===== src/hw/rtl/causal_multihead_attention_assert.svh =====
// assertion macros for the causal attention block
// expects clk_i and rst_ni in the scope of each use
`ifndef CAUSAL_MULTIHEAD_ATTENTION_ASSERT_SVH
`define CAUSAL_MULTIHEAD_ATTENTION_ASSERT_SVH

// same-cycle implication
`define CMHA_ASSERT_IMPLY(lbl, ante, cons) \
  lbl: assert property (@(posedge clk_i) disable iff (!rst_ni) (ante) |-> (cons)) \
    else $error("cmha assertion failed");

// next-cycle implication
`define CMHA_ASSERT_NEXT(lbl, ante, cons) \
  lbl: assert property (@(posedge clk_i) disable iff (!rst_ni) (ante) |=> (cons)) \
    else $error("cmha assertion failed");

`endif


===== src/hw/rtl/cmha_ram.sv =====
// generic single-port ram with registered read
// no dependencies
`default_nettype none

module cmha_ram #(
  parameter int WIDTH = 16,
  parameter int DEPTH = 256
) (
  input  wire logic                     clk_i,
  input  wire logic                     we_i,
  input  wire logic [$clog2(DEPTH)-1:0] addr_i,
  input  wire logic [WIDTH-1:0]         wdata_i,
  output      logic [WIDTH-1:0]         rdata_o
);

  logic [WIDTH-1:0] mem [DEPTH];

  // write port and registered read
  always_ff @(posedge clk_i) begin
    if (we_i) begin
      mem[addr_i] <= wdata_i;
    end
    rdata_o <= mem[addr_i];
  end

endmodule

`default_nettype wire


===== config.mk =====
export PLATFORM = sky130hd
export DESIGN_NAME = cmha_ram
export DESIGN_NICKNAME = d
export VERILOG_FILES = /design/src/hw/rtl/causal_multihead_attention_assert.svh /design/src/hw/rtl/cmha_ram.sv
export SDC_FILE = /design/constraint.sdc
export NUM_CORES = 2
export LEC_CHECK = 0
export ABC_AREA = 0
export BUFFER_PORTS_ARGS = -buffer_cell sky130_fd_sc_hd__buf_4
export CAP_MARGIN = 20
export CORE_ASPECT_RATIO = 0.5
export CORE_MARGIN = 2
export CORE_UTILIZATION = 45
export DETAILED_ROUTE_END_ITERATION = 10
export PLACE_DENSITY = 0.68
export SLEW_MARGIN = 20
export SYNTH_ARGS = -nofsm -noshare
export SYNTH_HDL_FRONTEND = slang
export SYNTH_SLANG_ARGS = --single-unit

===== constraint.sdc =====
create_clock -name clk_i -period 8.3 [get_ports clk_i]
set_input_delay 0.415 -clock clk_i [delete_from_list [all_inputs] [get_ports clk_i]]
set_output_delay 0.415 -clock clk_i [all_outputs]
set_load 0.005 [all_outputs]

==> results.md <==
* Status: finished, violations left
* Failing checks: negative hold slack
* Fmax achieved at 246 MHz
* Starting density of the core at 0.452
* Hold WC Path Type: in2reg
* Dpl hpwl at 217000 um
* VDD IR max at 0.000144 V
* Num rows at 152
* Non-filler instance count after layout at 12.0k
* Congestion Overflow GR at 0
* Final WS setup at 4240 ps
* Max_cap viols at 0
* Syn avg cell area at 23.1 um^2
* IO Port Bufs at 41
* Core Region at 343000 um^2
* Storage element area at 123000 um^2
* #FFs+latches synth at 4112
* Total Power Consumption at 41.8 mW
* Routed wire length at 388000 um
* Crit start category: input pin
* Gpl congestion at 0.807
* Logic gate share of total power at 0.046
* Detail Route Antenna Nets at 0
* Top cell by count, worst path: buf_4
* Max_slew headroom at 0.176
* CP Buf/Inv Count at 4
* Initial antenna violation count at 25
* Htree depth at 5
* CP startpoint: addr_i[0]
* Clk buf depth at 4
* Multi-input logic area at 31000 um^2
* Die footprint at 350000 um^2
* Area Growth Syn to Fin at 13.0%
* Fin crit period at 4060 ps
* IO Count at 42
* Post-CTS setup buffers at 0
* Syn. warnings at 0
* Family with the most delay on the worst path: buffers and inverters
* Slew Limit Fails at 0
* Gr usage total at 0.218
* GRT met1 Usage at 0.310
* Crit path max fanout at 77
* DRT Pass-1 Iters at 6
* Largest net degree at the start of global routing at 155
* Post-route setup TNS at 0 ps
* Setup Skew at 35.2 ps
* Worst reg2reg path depth at 5
* Mapped Nets at 6753
* Post-Syn Instances at 6727
* # fillers at 26.2k
* Critical setup path kind: in2reg
* Worst EP arrival at 4780 ps
* First-pass GRT wire length at 549000 um
* Clock transition at path regs at 60 ps
* Leakage at 53.5 nW
* Die Width at 835 um
* P_sw at 8.70 mW
* Worst-skew pair later-pin latency at 900 ps
* Endpoints failing hold at 1
* Drt initial violations at 11.2k
* Share of layout cells above drive strength 1 at 0.286
* Seq pwr share at 0.549
* Main synth FF type: edfxtp_1
* Residual DRC at 0
* Vias at 74.8k
* Switch share at 0.208
* Reg-to-Reg Start: mem[127][3]
* Cells after DPL at 11.3k
* Async set-reset flop share out of synthesis at 0
* RSZ-0062 raised after global routing: no
* Hold depth at 1
* Clock share of power at 0.406
* Post-Place Worst Slack at 3280 ps
* Die height at 420 um
* Synth unique cells at 22
* Post-Syn Area at 155000 um^2
* CP cell instances: buf_16 > buf_12 > buf_4 > buf_4 > mux4_2 > a22oi_1 > a21oi_1 > o41ai_2 > nand4_1
* CP max-delay cell: o41ai_2
* Pwr dens at 238 nW/um^2
* Final period util at 0.489
* Post-CTS Resized at 0
* Final Hold Slack at -2.64 ps
* Worst path max stage delay at 1090 ps
* CP Depth at 9
* GR peak layer: met2
* Met3 Track Usage GR at 0.0525
* Slew at the pin with the worst max-slew slack at 1220 ps
* Root buf cell: clkbuf_16
* Wire per inst at 32.3 um
* Vias in the first global route at 73.1k
* # nets final at 7124
* Worst EP required at 9020 ps
* Register area share after synthesis at 0.794
* GR Layer Usage met2 at 0.338
* Min-delay src: wdata_i[2]
* Via-per-instance ratio at 6.22
* CTS tree: done
* TritonCTS Buffers at 370
* Setup Viol. Count Final at 0
* Post-synth EDFFs at 4096
* Cell Int Power at 33.1 mW
* Endpoint class of the critical path: flip-flop
* Clk sinks at 4112
[power by group through the flow]
stage          clock network (mW)  logic (mW)  registers [mW]
2_1_floorplan                   0       0.984            23.3
3_3_place_gp                    0        1.87            23.4
3_5_place_dp                    0        1.90            23.4
4_1_cts                      17.1        1.91            22.9
5_1_grt                      17.9        2.00            22.9
6_report                     17.0        1.91            22.9
[cells in the mapped netlist, types with 2 or more instances]
cell type	instances	area, um^2
a21oi_1	256	1280
a22oi_1	512	3840
and2_1	3	18.8
buf_1	54	203
buf_2	76	380
buf_4	16	120
buf_6	25	282
clkbuf_1	249	935
dfxtp_1	16	320
edfxtp_1	4096	123000
mux4_2	1024	23100
nand2_1	28	105
nand2b_1	6	37.5
nand3_1	13	65.1
nand4_1	16	100
nor2_1	232	871
nor2b_1	7	43.8
nor3_1	30	150
o41ai_1	64	561
or2_2	2	12.5
[layer usage]
metal / up-vias / wire length [um]
met5: - / 103
met4: 18 / 11800
met3: 591 / 41900
met2: 4244 / 182000
met1: 40100 / 153000
li1: 29800 / -
[stage by stage]
step,util,cell area (um^2)
2_1_floorplan,-,155000
5_1_grt,0.511,176000
3_3_place_gp,0.476,163000
3_5_place_dp,0.476,164000
4_1_cts,0.511,175000
6_report,0.511,176000
[timing repair]
action,CTS,global route
hold buffers,4,1
hold endpoints to repair,86,40
endpoints found under the setup margin,0,0
[layout by cell type, fill, tap and decap left out, types with 3 or more instances in the layout]
cell type	n
edfxtp_1	4096
mux4_2	1024
a22oi_1	512
clkbuf_16	377
buf_4	366
a21oi_1	256
nor2_1	186
clkinv_2	77
clkbuf_1	77
clkinv_1	62
o41ai_2	39
nor2_2	36
bufinv_16	36
o41ai_1	23
buf_12	22
nor3_2	20
nand2_1	20
buf_8	19
clkinvlp_4	17
nand4_1	16
dfxtp_1	16
clkbuf_8	11
nor2_4	10
nor3_4	10
diode_2	9
nand3_2	8
nand2_2	7
nand3_1	5
inv_6	5
dlygate4sd3_1	5
nor2b_4	4
nand2b_1	4
clkinv_4	4
buf_6	3
[final timing paths]
path / slack [ps] / end
hold / removal: -3 / mem[75][2]
setup / recovery: 4240 / rdata_o[8]
hold reg to reg: 1030 / rdata_o[10]
setup reg to reg: 5150 / rdata_o[3]
[kinds of logic after synthesis]
logic type,after synthesis,share of synthesized area
simple gates,338,0.00907
mux,1024,0.148
compound gates,832,0.0366
buf+inv,421,0.0124
flops,4112,0.794
[area by class of cell]
type | instances | area share
flip-flops and latches | 4112 | 0.702
multi-input cells | 2194 | 0.176
clock buffers | 465 | 0.0562
well taps | 4620 | 0.0329
repair buffers | 419 | 0.0206
clock inverters | 204 | 0.0113
diodes | 9 | 0.000128
inverters | 1 | 0.0000214
[flip-flops by register name (all words and copies together), names as in the netlist]
signal / cells
mem: 4096
rdata_o: 16
Note: power is estimated with default switching activity, not from simulation.
