$ cat src/hw/rtl/causal_multihead_attention_assert.svh
// assertion macros for the causal attention block
// expects clk_i and rst_ni in the scope of each use
`ifndef CAUSAL_MULTIHEAD_ATTENTION_ASSERT_SVH
`define CAUSAL_MULTIHEAD_ATTENTION_ASSERT_SVH

// same-cycle implication
`define CMHA_ASSERT_IMPLY(lbl, ante, cons) \
  lbl: assert property (@(posedge clk_i) disable iff (!rst_ni) (ante) |-> (cons)) \
    else $error("cmha assertion failed");

// next-cycle implication
`define CMHA_ASSERT_NEXT(lbl, ante, cons) \
  lbl: assert property (@(posedge clk_i) disable iff (!rst_ni) (ante) |=> (cons)) \
    else $error("cmha assertion failed");

`endif

$ cat src/hw/rtl/cmha_pkg.sv
// shared constants and helpers for the causal attention block
// no dependencies
`default_nettype none

package cmha_pkg;

  localparam int TOK_W       = 8;
  localparam int SLOTS       = 256;
  localparam int STORE_AW    = 16;
  localparam int STORE_DEPTH = 65536;
  localparam int DATA_W      = 16;
  localparam int SCORE_W     = 48;
  localparam int ACC_W       = 48;
  localparam int MA_W        = 40;
  localparam int MB_W        = 18;
  localparam int PROD_W      = MA_W + MB_W;
  localparam int EXP_W       = 17;
  localparam int SUM_W       = 25;
  localparam int NUM_W       = 34;
  localparam int Q_W         = 17;
  localparam int QCNT_W      = 5;

  localparam int LOG2E_Q16 = 94548;
  localparam int EXP_C1    = 43024;
  localparam int EXP_C2    = 22512;

  localparam logic CMD_LOAD    = 1'b0;
  localparam logic CMD_COMPUTE = 1'b1;

  // integer square root, used at elaboration only
  function automatic logic [15:0] isqrt32(input logic [31:0] x);
    logic [31:0] rem;
    logic [31:0] root;
    logic [31:0] bit_v;
    rem   = x;
    root  = '0;
    bit_v = 32'h4000_0000;
    for (int i = 0; i < 16; i++) begin
      if (rem >= root + bit_v) begin
        rem  = rem - (root + bit_v);
        root = (root >> 1) + bit_v;
      end else begin
        root = root >> 1;
      end
      bit_v = bit_v >> 2;
    end
    return root[15:0];
  endfunction

endpackage

`default_nettype wire

$ cat src/hw/rtl/cmha_mul.sv
// shared signed multiplier with registered product
// depends on cmha_pkg
`default_nettype none

module cmha_mul
  import cmha_pkg::*;
(
  input  wire logic                     clk_i,
  input  wire logic signed [MA_W-1:0]   a_i,
  input  wire logic signed [MB_W-1:0]   b_i,
  output      logic signed [PROD_W-1:0] p_o
);

  // one product per cycle
  always_ff @(posedge clk_i) begin
    p_o <= a_i * b_i;
  end

endmodule

`default_nettype wire

$ cat config.mk
export PLATFORM = sky130hd
export DESIGN_NAME = cmha_mul
export DESIGN_NICKNAME = d
export VERILOG_FILES = /design/src/hw/rtl/causal_multihead_attention_assert.svh /design/src/hw/rtl/cmha_pkg.sv /design/src/hw/rtl/cmha_mul.sv
export SDC_FILE = /design/constraint.sdc
export NUM_CORES = 2
export LEC_CHECK = 0
export BUFFER_PORTS_ARGS = -buffer_cell sky130_fd_sc_hd__clkbuf_2
export CAP_MARGIN = 20
export CORE_ASPECT_RATIO = 2
export CORE_MARGIN = 5
export CORE_UTILIZATION = 40
export CTS_CLUSTER_SIZE = 30
export DETAILED_ROUTE_END_ITERATION = 10
export GPL_ROUTABILITY_DRIVEN = 0
export PLACE_DENSITY_LB_ADDON = 0.05
export SLEW_MARGIN = 15
export SYNTH_ARGS = -nofsm -noshare
export SYNTH_HDL_FRONTEND = slang
export SYNTH_SLANG_ARGS = --single-unit
$ cat constraint.sdc
create_clock -name clk_i -period 10.9 [get_ports clk_i]
set_clock_uncertainty 0.05 [all_clocks]
set_input_delay 2.18 -clock clk_i [delete_from_list [all_inputs] [get_ports clk_i]]
set_output_delay 2.18 -clock clk_i [all_outputs]
set_load 0.005 [all_outputs]
==> metrics.md <==
| Metric | Value |
|---|---|
| Dominant cells by area after synthesis | `fa_1 (53%), inv_1 (12%), nand2_1 (7.7%)` |
| Syn avg cell area | `8.78 sq um` |
| Hold Path Origin | `a_i[0]` |
| Flops & latches, synth | `58` |
| CP max stage cell | `a21oi_1` |
| Area grow syn2layout | `5.96%` |
| Routed len/inst | `23.1 microns` |
| Cell count after synthesis | `2917` |
| Full die area | `69500 sq um` |
| Yosys warnings | `0` |
| Fin crit share | `87.7%` |
| GRT Util Overall | `26.1%` |
| Met3 Usage GRT | `3.15%` |
| WS Path Type | `in -> reg` |
| DRC | `0` |
| Met1 Usage GRT | `23.7%` |
| Setup ws final | `1.34 ns` |
| Vias in the first global route | `22842` |
| Crit start category | `input port` |
| Crit path time final | `9.56 ns` |
| CP max stage delay | `0.81 ns` |
| Critical Path, Cell by Cell | `clkbuf_2, buf_4, and2_1, fa_1, inv_1, fa_1, fa_1, inv_1, fa_1, fa_1, inv_1, fa_1, inv_1, ha_1, a21oi_1, o21bai_1, o31a_1, o31ai_4, a2bb2oi_2, nand2b_1, a21oi_2, xnor2_1` |
| Final Hold Viols | `0` |
| Post-synthesis async set-or-reset flop share | `0%` |
| Slew headroom | `18.7%` |
| Router iterations before antenna repair | `5` |
| Max FFs per register | `58` |
| I/O Buffers | `116` |
| Reg with most FFs | `p_o` |
| HP Class | `in -> reg` |
| Worst-Margin Slew | `1.19 ns` |
| Die X | `189 microns` |
| # IOs | `117` |
| Total congestion overflow | `0` |
| CP endpoint kind | `flip-flop` |
| Fin nets | `3793` |
| Setup TNS | `0 ns` |
| Final HPWL DP | `72.4 mm` |
| Status | `finished clean` |
| Post-synthesis cell type count | `50` |
| Max-cap violations | `0` |
| Clock transition at path regs | `0.06 ns` |
| EDFF count, synth | `0` |
| Post-synth top area share | `53.2%` |
| Clock tree root buffer cell | `clkbuf_16` |
| CP arrival | `9.86 ns` |
| H-tree lvl count | `3` |
| Core footprint | `63600 sq um` |
| Post-place setup slack | `0.781 ns` |
| RSZ-0062 raised after global routing | `false` |
| Largest net degree at the start of global routing | `35` |
| Antenna Nets Post-Route | `0` |
| Crit path max fanout | `23` |
| Crit. Startpoint | `b_i[6]` |
| Most frequent CP cell | `fa_1` |
| Initial antenna violation count | `5` |
| Starting Density | `40.3%` |
| Most frequent cell after synthesis | `inv_1` |
| GR peak layer | `met2` |
| Commonest cells in the netlist | `inv_1 (790), fa_1 (681), nand2_1 (524)` |
| Longest Clk Path Bufs | `2` |
| # Post-CTS Setup Buffers | `0` |
| Ys flop type | `dfxtp_1` |
| Biggest regs | `p_o x58` |
| Routed vias/inst | `5.16` |
| GR Util met2 | `51.8%` |
| Max-slew violation count | `0` |
| Synth area leader | `fa_1` |
| Drt initial violations | `874` |
| Fmax | `105 MHz` |
| Area of the mapped netlist | `25600 sq um` |
| Global-route wire length before repair | `134 mm` |
| Endpoints failing setup | `0` |
| Register area share after synthesis | `4.53%` |
| CP Data Required Time | `11.20 ns` |
| CTS tree | `yes` |
| Share of cells above drive strength 1 | `5.79%` |
| PostCTS Resize Cnt | `0` |
| # hold bufs at CTS | `0` |
| Chip height | `368 microns` |
| Total wire length | `86.2 mm` |
| Vias | `19225` |
| Inserted Clock Buffers | `9` |
| Core Rows | `131` |
| CTS Sinks | `58` |
| Post-Syn Nets | `3794` |
## cell type report
type | count | area [sq um]
Antenna cell | 5 | 12.5
Fill cell | 6519 | 36500
Clock inverter | 6 | 66.3
Multi-Input combinational cell | 1913 | 20900
Clock buffer | 10 | 239
Timing Repair Buffer | 143 | 783
Tap cell | 798 | 998
Inverter | 791 | 2970
Sequential cell | 58 | 1160
## through the flow
step	area, sq um	utilization, %	hold slack, ns	cells
2_1_floorplan	25600	-	2.25	2917
3_3_place_gp	26800	42.1	2.51	3703
3_5_place_dp	26800	42.2	2.50	3703
4_1_cts	27100	42.6	2.31	3719
5_1_grt	27100	42.7	2.34	3720
6_report	27100	42.7	2.32	3724
## placed cells by master, fill, tap and decap left out, types with 4 or more instances in the layout
cell type,count
clkbuf_16,9
a211oi_1,5
o21ai_1,10
nand2b_1,13
nand3_1,23
a211o_1,5
a21o_1,27
inv_1,790
nand2_1,524
dfxtp_1,58
xnor2_1,39
and2_1,202
o211a_1,4
o211ai_1,5
diode_2,5
clkbuf_2,116
xor2_1,20
o21bai_1,7
o21a_1,8
ha_1,137
and3_1,8
nor3_1,7
buf_4,27
fa_1,681
nand4_1,7
nor2_1,63
a31oi_1,4
o21ai_0,25
a21oi_1,57
## worst max-delay path: cells and delay by family
kind	cells	cell delay, ns
adder cells (fa/ha/maj)	7	3.37
XOR/XNOR	1	0.13
AND/OR/NAND/NOR	2	0.32
buffers and inverters	6	1.06
AO/OA/AOI/OAI	6	2.75
## layer usage
metal  part of all wire [%]  up-vias
li1                       -     8273
met1                     30    10168
met2                     58      527
met3                    3.2      257
met4                    9.0        0
met5                      0        -
## kinds of logic after synthesis
logic type	Yosys count	synth area share, %
AO/OA/AOI/OAI	177	4.49
XOR/XNOR	59	2.02
adder cells (fa/ha/maj)	818	59.9
buffers and inverters	946	13.9
flip-flops	58	4.53
AND/OR/NAND/NOR	859	15.1
## worst paths after layout
| path | slack (ns) | cells past startpoint | endpoint |
|---|---|---|---|
| worst max-delay path | 1.34 | 22 | p_o[55]$_DFF_P_ |
| worst min-delay path | 2.32 | 2 | p_o[0]$_DFF_P_ |
Power is left out: the tool's default activity adds up to more than one toggle a clock period on the data nets, which glitch-free logic cannot reach.
