<file path="config.mk">
export PLATFORM = sky130hd
export DESIGN_NAME = cmha_div
export DESIGN_NICKNAME = d
export VERILOG_FILES = /design/src/hw/rtl/causal_multihead_attention_assert.svh /design/src/hw/rtl/cmha_pkg.sv /design/src/hw/rtl/cmha_div.sv
export SDC_FILE = /design/constraint.sdc
export NUM_CORES = 1
export LEC_CHECK = 0
export BUFFER_PORTS_ARGS = -buffer_cell sky130_fd_sc_hd__buf_2
export CAP_MARGIN = 20
export CELL_PAD_IN_SITES_DETAIL_PLACEMENT = 0
export CELL_PAD_IN_SITES_GLOBAL_PLACEMENT = 1
export CORE_ASPECT_RATIO = 1.5
export CORE_MARGIN = 4
export CORE_UTILIZATION = 30
export DETAILED_ROUTE_END_ITERATION = 12
export HOLD_SLACK_MARGIN = 0.15
export MAX_ROUTING_LAYER = met4
export PLACE_DENSITY = 0.71
export REMOVE_ABC_BUFFERS = 1
export SYNTH_ARGS = -nofsm -noshare
export SYNTH_HDL_FRONTEND = slang
export SYNTH_SLANG_ARGS = --single-unit
</file>
<file path="constraint.sdc">
create_clock -name clk_i -period 8 [get_ports clk_i]
set_input_delay 0.4 -clock clk_i [delete_from_list [all_inputs] [get_ports clk_i]]
set_output_delay 0.4 -clock clk_i [all_outputs]
set_load 0.01 [all_outputs]
</file>
<file path="src/hw/rtl/causal_multihead_attention_assert.svh">
// assertion macros for the causal attention block
// expects clk_i and rst_ni in the scope of each use
`ifndef CAUSAL_MULTIHEAD_ATTENTION_ASSERT_SVH
`define CAUSAL_MULTIHEAD_ATTENTION_ASSERT_SVH

// same-cycle implication
`define CMHA_ASSERT_IMPLY(lbl, ante, cons) \
  lbl: assert property (@(posedge clk_i) disable iff (!rst_ni) (ante) |-> (cons)) \
    else $error("cmha assertion failed");

// next-cycle implication
`define CMHA_ASSERT_NEXT(lbl, ante, cons) \
  lbl: assert property (@(posedge clk_i) disable iff (!rst_ni) (ante) |=> (cons)) \
    else $error("cmha assertion failed");

`endif

</file>
<file path="src/hw/rtl/cmha_pkg.sv">
// shared constants and helpers for the causal attention block
// no dependencies
`default_nettype none

package cmha_pkg;

  localparam int TOK_W       = 8;
  localparam int SLOTS       = 256;
  localparam int STORE_AW    = 16;
  localparam int STORE_DEPTH = 65536;
  localparam int DATA_W      = 16;
  localparam int SCORE_W     = 48;
  localparam int ACC_W       = 48;
  localparam int MA_W        = 40;
  localparam int MB_W        = 18;
  localparam int PROD_W      = MA_W + MB_W;
  localparam int EXP_W       = 17;
  localparam int SUM_W       = 25;
  localparam int NUM_W       = 34;
  localparam int Q_W         = 17;
  localparam int QCNT_W      = 5;

  localparam int LOG2E_Q16 = 94548;
  localparam int EXP_C1    = 43024;
  localparam int EXP_C2    = 22512;

  localparam logic CMD_LOAD    = 1'b0;
  localparam logic CMD_COMPUTE = 1'b1;

  // integer square root, used at elaboration only
  function automatic logic [15:0] isqrt32(input logic [31:0] x);
    logic [31:0] rem;
    logic [31:0] root;
    logic [31:0] bit_v;
    rem   = x;
    root  = '0;
    bit_v = 32'h4000_0000;
    for (int i = 0; i < 16; i++) begin
      if (rem >= root + bit_v) begin
        rem  = rem - (root + bit_v);
        root = (root >> 1) + bit_v;
      end else begin
        root = root >> 1;
      end
      bit_v = bit_v >> 2;
    end
    return root[15:0];
  endfunction

endpackage

`default_nettype wire

</file>
<file path="src/hw/rtl/cmha_div.sv">
// restoring divider, one quotient bit per cycle
// depends on cmha_pkg; needs num_i < den_i * 2^Q_W
`default_nettype none

module cmha_div
  import cmha_pkg::*;
(
  input  wire logic             clk_i,
  input  wire logic             rst_ni,
  input  wire logic             start_i,
  input  wire logic [NUM_W-1:0] num_i,
  input  wire logic [SUM_W-1:0] den_i,
  output      logic             done_o,
  output      logic [Q_W-1:0]   quo_o
);

  logic              run_q;
  logic              done_q;
  logic [QCNT_W-1:0] cnt_q;
  logic [SUM_W-1:0]  rem_q;
  logic [SUM_W-1:0]  rem_n;
  logic [Q_W-1:0]    quo_q;
  logic [SUM_W:0]    trial;
  logic              qbit;

  // trial subtract
  always_comb begin
    trial = {rem_q, quo_q[Q_W-1]};
    qbit  = (trial >= {1'b0, den_i});
    rem_n = qbit ? SUM_W'(trial - {1'b0, den_i}) : trial[SUM_W-1:0];
  end

  // control
  always_ff @(posedge clk_i or negedge rst_ni) begin
    if (!rst_ni) begin
      run_q  <= 1'b0;
      done_q <= 1'b0;
      cnt_q  <= '0;
    end else begin
      done_q <= 1'b0;
      if (start_i) begin
        run_q <= 1'b1;
        cnt_q <= QCNT_W'(Q_W);
      end else if (run_q) begin
        cnt_q <= cnt_q - 1'b1;
        if (cnt_q == QCNT_W'(1)) begin
          run_q  <= 1'b0;
          done_q <= 1'b1;
        end
      end
    end
  end

  // remainder and quotient shift
  always_ff @(posedge clk_i) begin
    if (start_i) begin
      rem_q <= SUM_W'(num_i[NUM_W-1:Q_W]);
      quo_q <= num_i[Q_W-1:0];
    end else if (run_q) begin
      rem_q <= rem_n;
      quo_q <= {quo_q[Q_W-2:0], qbit};
    end
  end

  assign done_o = done_q;
  assign quo_o  = quo_q;

endmodule

`default_nettype wire

</file>
==> results.md <==
- Most common cell in the netlist: inv_1
- R2R setup slack: 3.93 ns
- Startpoint Class: flip-flop
- Hold Startpoint: num_i[18]
- Max Root-Sink Buffers: 2
- Worst setup path startpoint: quo_o[16]
- Non-Filler Instances: 603
- Clock tree sinks: 49
- # DRC: 0
- Post-synth EDFFs: 34
- DRT iter0 DRCs: 143
- Unrepaired setup endpoints after global routing: no
- Global-route wire length before repair: 14200 um
- Detailed Routing Iterations Pass 1: 4
- Seq cells post-synth: 49
- Initial Util: 31.0%
- Cell Count Post-Placement: 594
- Period minus WS final: 4.07 ns
- Sum Neg Setup Slack: 0 ns
- Fin. Hold Viols: 0
- FF-to-FF Start: quo_o[16]
- Slowest cell on crit path: a211oi_4
- Detail-routed via count per cell: 4.80
- TritonCTS buffer count: 5
- Final period util: 50.9%
- Total gr overflow: 0
- Clk_skew: 0.00352 ns
- Diode count: 0
- Synth warn: 0
- Routed WL per cell: 13.4 um
- Synth cell types: 54
- Total Wirelength: 8100 um
- Die ar.: 13800 um2
- Setup-failing EPs final: 0
- Post-synth top cells: 35 x inv_1, 34 x edfxtp_1, 34 x nor2_1
- Synth area leaders: edfxtp_1 28%, ha_1 9.4%, mux2_2 8.1%, dfrtp_1 4.9%, dfxtp_1 4.5%
- Routability cong.: 0.836
- Vias after detailed routing: 2897
- Vias in the first global route: 3117
- Clk_lat worst skew: 0.29 ns
- Core Rows: 48
- # Post-CTS Setup Buffers: 0
- Hold Path Sink: rem_q[1]
- Synth Flop Type: edfxtp_1
- Hold crit path type: in -> reg
- Worst R2R End: rem_q[14]
- Root Driver: clkbuf_16
- Largest net degree at the start of global routing: 58
- Core area: 11600 um2
- Crit-path cells: inv_1 -> ha_1 -> inv_1 -> fa_1 -> a21o_1 -> a221oi_2 -> o21a_2 -> o221ai_2 -> a211oi_4 -> buf_4 -> o21ai_0 -> mux2_2
- Port-buffer cells: 79
- Yosys top cell by area: edfxtp_1
- Worst vdd ir: 0.144 mV
- Synth Cell Area: 3590 um2
- Layout cell share with drive strength beyond 1: 27.6%
- Max_slew headroom: 34.4%
- Max Cap Viol: 0
- Worst setup EP type: flip-flop
- Syn-to-layout area delta: 19.1%
- Worst Setup Path Type: reg -> reg
- CTS tree: done
- Pwr/cell area: 351 nW/um2
- Global-route usage over all layers: 12.5%
- Avg Synthesized Cell Area: 9.51 um2
- Mapped Cells: 378
- Leak: 1.96 nW
- Clock Pin Slew Worst Setup and Hold Paths: 0.07 ns
- Synth top area share: 28.4%
- Slowest Stage Delay on Critical Path: 0.87 ns
- Die Wd: 97.4 um
- I/O pin count: 80
- CTS H-tree lvls: 2
- Hold depth: 3
- Nets: 542
- Required time of the critical path: 8.04 ns
- Sequential-to-total area share from yosys stat: 37.7%
- CP most frequent cell: inv_1
- Worst-path maximum fanout: 27
- Synth async-reset ratio: 14.3%
- Detail Placement HPWL: 6220 um
- Final Max Tran Viols: 0
- R2R depth: 12
- Arrival time worst endpoint: 4.12 ns
- Status: complete, no violations
- Fmax: 246 MHz
- Initial antenna violation count: 0
- Antenna Violating Nets Remaining: 0
- Worst-margin pin slew: 0.981 ns
- Chip height: 142 um
[final cells by class]
cell class	instances	area (um2)
repair buffers	82	420
fillers	1197	7310
inverters	35	131
clock inverters	1	7.51
well taps	150	188
multi-input cells	279	2030
flip-flops and latches	49	1360
clock buffers	7	143
[cell families (layout without fill, tap and decap cells)]
| family | count (synthesis) | count (layout) | share of synthesized area, % |
|---|---|---|---|
| xor gates and xnor gates | 21 | 21 | 5.12 |
| DFF | 49 | 49 | 37.7 |
| and+or+nand+nor | 99 | 99 | 12.7 |
| buffers and inverters | 50 | 125 | 5.64 |
| muxes | 33 | 33 | 10.1 |
| AOI/OAI and AO/OA | 98 | 98 | 18.8 |
| adders and majority gates | 28 | 28 | 9.96 |
[report_power, final]
part | total [W] | internal, W | switching [W]
Combinational | 0.000828 | 0.000379 | 0.000450
Sequential | 0.000457 | 0.000391 | 0.0000661
Clock | 0.000219 | 0.000125 | 0.0000941
Total | 0.00150 | 0.000894 | 0.000610
[layout by cell type (no fill, tap or decap), types with 8 or more instances in the layout]
master / instances
inv_1: 35
buf_2: 79
dfxtp_1: 8
a21o_1: 9
nand2_1: 30
edfxtp_1: 34
mux2_2: 26
a21oi_1: 25
nor3_1: 8
nor2_1: 34
ha_1: 27
xor2_1: 8
xnor2_1: 13
o21ai_0: 25
[critical path, delay by kind of cell (launching register included)]
family          cells  cell delay (ns)
compound gates      6             2.06
flops               1             0.40
mux                 1             0.26
buf+inv             3             0.53
fa+ha+maj           2             0.56
[per-stage QoR]
step	utilization, %	hold WS [ns]	cell area, um2	setup WS [ns]	power (W)
2_1_floorplan	-	0.104	3520	4.17	0.00110
3_3_place_gp	35.5	0.238	4120	3.93	0.00129
3_5_place_dp	35.5	0.242	4120	3.88	0.00129
4_1_cts	36.9	0.380	4280	3.88	0.00153
5_1_grt	36.9	0.395	4280	3.61	0.00165
6_report	36.9	0.386	4280	3.93	0.00150
[registers in the layout (all words and copies together) (netlist names)]
register and flops:
run_q 1, rem_q 25, cnt_q 5, quo_o 17
done_o 1
[how the worst max path moves through the flow]
stage | to | slack (ns) | cells after the start
floorplan | rem_q[10] | 4.17 | 11
global placement | rem_q[14] | 3.93 | 12
detailed placement | rem_q[16] | 3.88 | 12
CTS | rem_q[16] | 3.88 | 12
global route | rem_q[16] | 3.61 | 12
finish | rem_q[14] | 3.93 | 12
[metal layers]
layer / part of all wire, % / up-vias / track usage [%]
li1: - / 1504 / -
met1: 43 / 1333 / 14.1
met2: 51 / 55 / 22.6
met3: 4.1 / 5 / 2.16
met4: 1.2 / 0 / 3.36
met5: 0 / - / -
[timing repair]
item	4_1_cts	5_1_grt
resized for setup	0	0
hold buffers	1	0
endpoints found under the hold margin	7	0
No activity file was read; power rests on OpenSTA's default activity.
